--- src/hw/rtl/lca_ram.sv ---
// Generic synchronous RAM: one write port and two read ports, read data registered.
// No dependencies.
module lca_ram #(
  parameter int Width = 8,
  parameter int Depth = 16
) (
  input  logic                                   clk_i,
  input  logic                                   we_i,
  input  logic [(Depth > 1 ? $clog2(Depth) : 1)-1:0] waddr_i,
  input  logic [Width-1:0]                       wdata_i,
  input  logic [(Depth > 1 ? $clog2(Depth) : 1)-1:0] raddr_a_i,
  output logic [Width-1:0]                       rdata_a_o,
  input  logic [(Depth > 1 ? $clog2(Depth) : 1)-1:0] raddr_b_i,
  output logic [Width-1:0]                       rdata_b_o
);

  logic [Width-1:0] mem_q [Depth];
  logic [Width-1:0] rdata_a_q;
  logic [Width-1:0] rdata_b_q;

  always_ff @(posedge clk_i) begin
    if (we_i) begin
      mem_q[waddr_i] <= wdata_i;
    end
    rdata_a_q <= mem_q[raddr_a_i];
    rdata_b_q <= mem_q[raddr_b_i];
  end

  assign rdata_a_o = rdata_a_q;
  assign rdata_b_o = rdata_b_q;

endmodule

--- config.mk ---
export PLATFORM = sky130hd
export DESIGN_NAME = lca_ram
export DESIGN_NICKNAME = d
export VERILOG_FILES = /design/src/hw/rtl/lca_ram.sv
export SDC_FILE = /design/constraint.sdc
export NUM_CORES = 1
export LEC_CHECK = 0
export ABC_AREA = 1
export ABC_CLOCK_PERIOD_IN_PS = 1100
export BUFFER_PORTS_ARGS = -buffer_cell sky130_fd_sc_hd__buf_2
export CAP_MARGIN = 20
export CELL_PAD_IN_SITES_DETAIL_PLACEMENT = 1
export CELL_PAD_IN_SITES_GLOBAL_PLACEMENT = 2
export CORE_ASPECT_RATIO = 1.25
export CORE_MARGIN = 2
export CORE_UTILIZATION = 38
export CTS_CLUSTER_DIAMETER = 50
export DETAILED_ROUTE_END_ITERATION = 8
export PLACE_DENSITY = 0.89
export SLEW_MARGIN = 10
export SYNTH_ARGS = -nofsm -noshare
export SYNTH_HDL_FRONTEND = slang
export SYNTH_SLANG_ARGS = --single-unit
export TNS_END_PERCENT = 50
--- constraint.sdc ---
create_clock -name clk_i -period 1.1 [get_ports clk_i]
set_input_delay 0.055 -clock clk_i [delete_from_list [all_inputs] [get_ports clk_i]]
set_output_delay 0.055 -clock clk_i [all_outputs]
set_load 0.1 [all_outputs]
Yosys cells after proc, flatten, opt, wreduce, memory -nomap -nowiden. Memories as Yosys holds them, arrays and structs flattened. A register that Yosys moved wholly into a read port is not among the register bits. Cells that the tools add are included.

Memory bits (writable): 128. Word-level logic and storage cells: 3. Memories kept: 1. Register bits after elaboration: 0. Bits of input ports: 22.

Memory list: mem_q (words 16, width 8, read ports 2, clocked after Yosys merged registers in 2, wr ports 1, line 17) `logic [Width-1:0] mem_q [Depth];`.

Muxes and demuxes: 2.

Operators by type and width (number): $mux W1 (2).

Longest topological paths before layout.
Word-level depth: 2. Depth in mapped cells: 7.

Worst setup path after synthesis. OpenSTA, ideal clock, no wires.

Path type: input port to flip-flop. Start: in waddr_i[3] (netlist bit). End: mem mem_q[4][0], enable pin. Cell stages on the path: 2. Required time: 0.730 ns. Setup slack: 0.094 ns. Data arrival time: 0.636 ns. Cells stage by stage: nand3b_1 -> nor2_1.

RTL lines: start, declared (line 9) `input logic [(Depth > 1 ? $clog2(Depth) : 1)-1:0] waddr_i,`; end, declared (line 17).

No word-level cell before the write port.

Worst setup path after layout.
Start: reg rdata_b_q[3], in the netlist rdata_b_o[3], read port of mem_q. End: out rdata_b_o[3].

RTL lines: start, declared (line 19) `logic [Width-1:0] rdata_b_q;`; end, declared (line 14) `output logic [Width-1:0] rdata_b_o`.

No word-level cell between the ends.

==> results.cfg <==
[route]
via_per_inst = 5.294
routed_wl_um = 23800
drt_first_pass_iters = 6
drc = 0
first_iter_violations = 573
post_drt_wl_per_cell_um = 20.53
postRouteAntennaNets = 0
vias = 6136

[setup_path]
critPathBufInv = 1
critPathRequiredTime_ps = 1040
crit_slowest_cell = dfxtp_1
timing.rr.start = mem_q[12][0]
critPathArrivalTime_ps = 1020
worstPathCellList = buf_12
end_kind = output pin
crit_path_start = rdata_b_o[3]
path_depth = 1
path_max_fanout = 1
critPathMaxStageDelay_ps = 390
cp_top_family = flip-flops
path_class = reg2out
ff2ff_path_depth = 6
start_kind = register

[logic_synthesis]
syn_inst = 851
syn_nets = 873
yosys_warnings = 0
ys_ff_latch = 144
synth_cell_types = 13
syn_area_per_cell_um2 = 8.531
synth_area_um2 = 7259
seq_area_frac_synth = 0.5736

[timing]
final_max_slew_viol_count = 0
rsz0062_at_grt = false
max_freq_mhz = 933.2
tightestPinTransition_ps = 461.8
whs_ps = 35.09
period_needed_ps = 1072
hold_viol = 0
period_share = 0.9742
setup-violations-final = 0
fin_worst_skew_ps = 9.007
max-slew-margin-rel = 0.6918

[global_routing]
grt_max_degree = 36
grt_pass1_wl_um = 36640
antenna_found_initial = 1
grt_pass1_vias = 6308
grt_usage = 0.2467
overflow = 0

[clocking]
numCtsBuffers = 17
cts_tree = yes
htreeDepth = 4
cts.path.max_buffers = 2
path_clk_slew_ps = 70
ctsHoldBuffers = 0
cts.sinks = 144
clk-insertion-delay-late_ps = 430
cts-root-buf = clkbuf_16

[die]
fp.dieW_um = 127.6
start_util = 0.3866
io_pins = 38
row_count = 56
core-area_um2 = 18780
die_area_um2 = 20230
die_y_um = 158.5

[power]
vdd_ir_drop_max_uv = 1009
power_density_nw_per_um2 = 1599
cellLeakagePower_nw = 4.012

[hold_path]
min_from = wdata_i[1]
holdPathStages = 1
hp-class = in2reg

[cells_and_area]
utilization = 0.4745
mostFrequentLayoutCell = nand2_1
final_cells = 1159
final_cell_mix = nand2_1, nand3_1, inv_1
drive_gt1_frac = 0.1469
fin_area_um2 = 8910
nNetsFinal = 935
syn2layout_area_growth_pct = 22.73

[outcome]
status = completed

[run]
max_cap_viol_count = 0

[placed_design]
portBuffers = 37
dp.cells = 1126
gp_congestion = 0.8377
dp.final_hpwl_um = 16160
placed_area_um2 = 8270
[cell type report]
class	instances	area, µm²
Timing Repair Buffer	91	1060
Fill cell	2242	9868
Sequential cell	144	4172
Multi-Input combinational cell	521	2270
Clock buffer	20	436.7
Antenna cell	1	2.502
Clock inverter	12	161.4
Inverter	138	518.0
Tap cell	232	290.3
[timing repair]
action,in CTS,in global routing
pin swaps,0,0
gates resized for setup,6,8
buffers inserted,0,0
setup endpoints to repair,6,7
[flip-flops by register name (all words and copies together) (netlist names)]
register	flops
mem_q	128
rdata_a_o	8
rdata_b_o	8
[Yosys cell counts (all sizes together)]
cell type / instances / area (µm²)
nand3: 225 / 1126
nand2: 277 / 1040
clkbuf: 3 / 11.26
inv: 138 / 518.0
dfxtp: 16 / 320.3
buf: 45 / 321.6
nand3b: 2 / 15.01
nor2: 17 / 63.81
edfxtp: 128 / 3844
[per-layer routing]
layer	global-route usage	vias up	share of wire
met5	0	-	0
met4	0.09419	0	0.026
met3	0.05074	40	0.048
met2	0.4166	183	0.49
met1	0.3127	3042	0.43
li1	-	2871	-
[power breakdown]
part / leakage (nW) / switching, mW / internal [mW] / total, mW
sequential: 1.29 / 0.0959 / 6.12 / 6.22
combinational: 2.44 / 1.41 / 0.703 / 2.11
clock: 0.281 / 2.34 / 3.58 / 5.92
total: 4.01 / 3.84 / 10.4 / 14.3
[per-stage QoR]
step | TNS (ps) | power, mW | setup slack [ps]
6_report | 0 | 14.25 | 28.37
5_1_grt | 0 | 14.70 | 2.988
4_1_cts | 0 | 14.31 | 8.667
3_5_place_dp | -496.2 | 8.416 | -86.83
3_3_place_gp | -231.4 | 8.387 | -66.60
2_1_floorplan | 0 | 7.532 | 94.16
[worst paths after layout]
kind	end	slack, ps
max	rdata_b_o[3]	30
max reg2reg	rdata_b_o[0]	70
min	mem_q[0][1]	40
min reg2reg	rdata_a_o[1]	700
[cells by family after synthesis]
group | count (synthesis) | share of synthesized area
and+or+nand+nor | 521 | 0.3092
DFF | 144 | 0.5736
buffers and inverters | 186 | 0.1172
No activity file was read; power rests on OpenSTA's default activity.
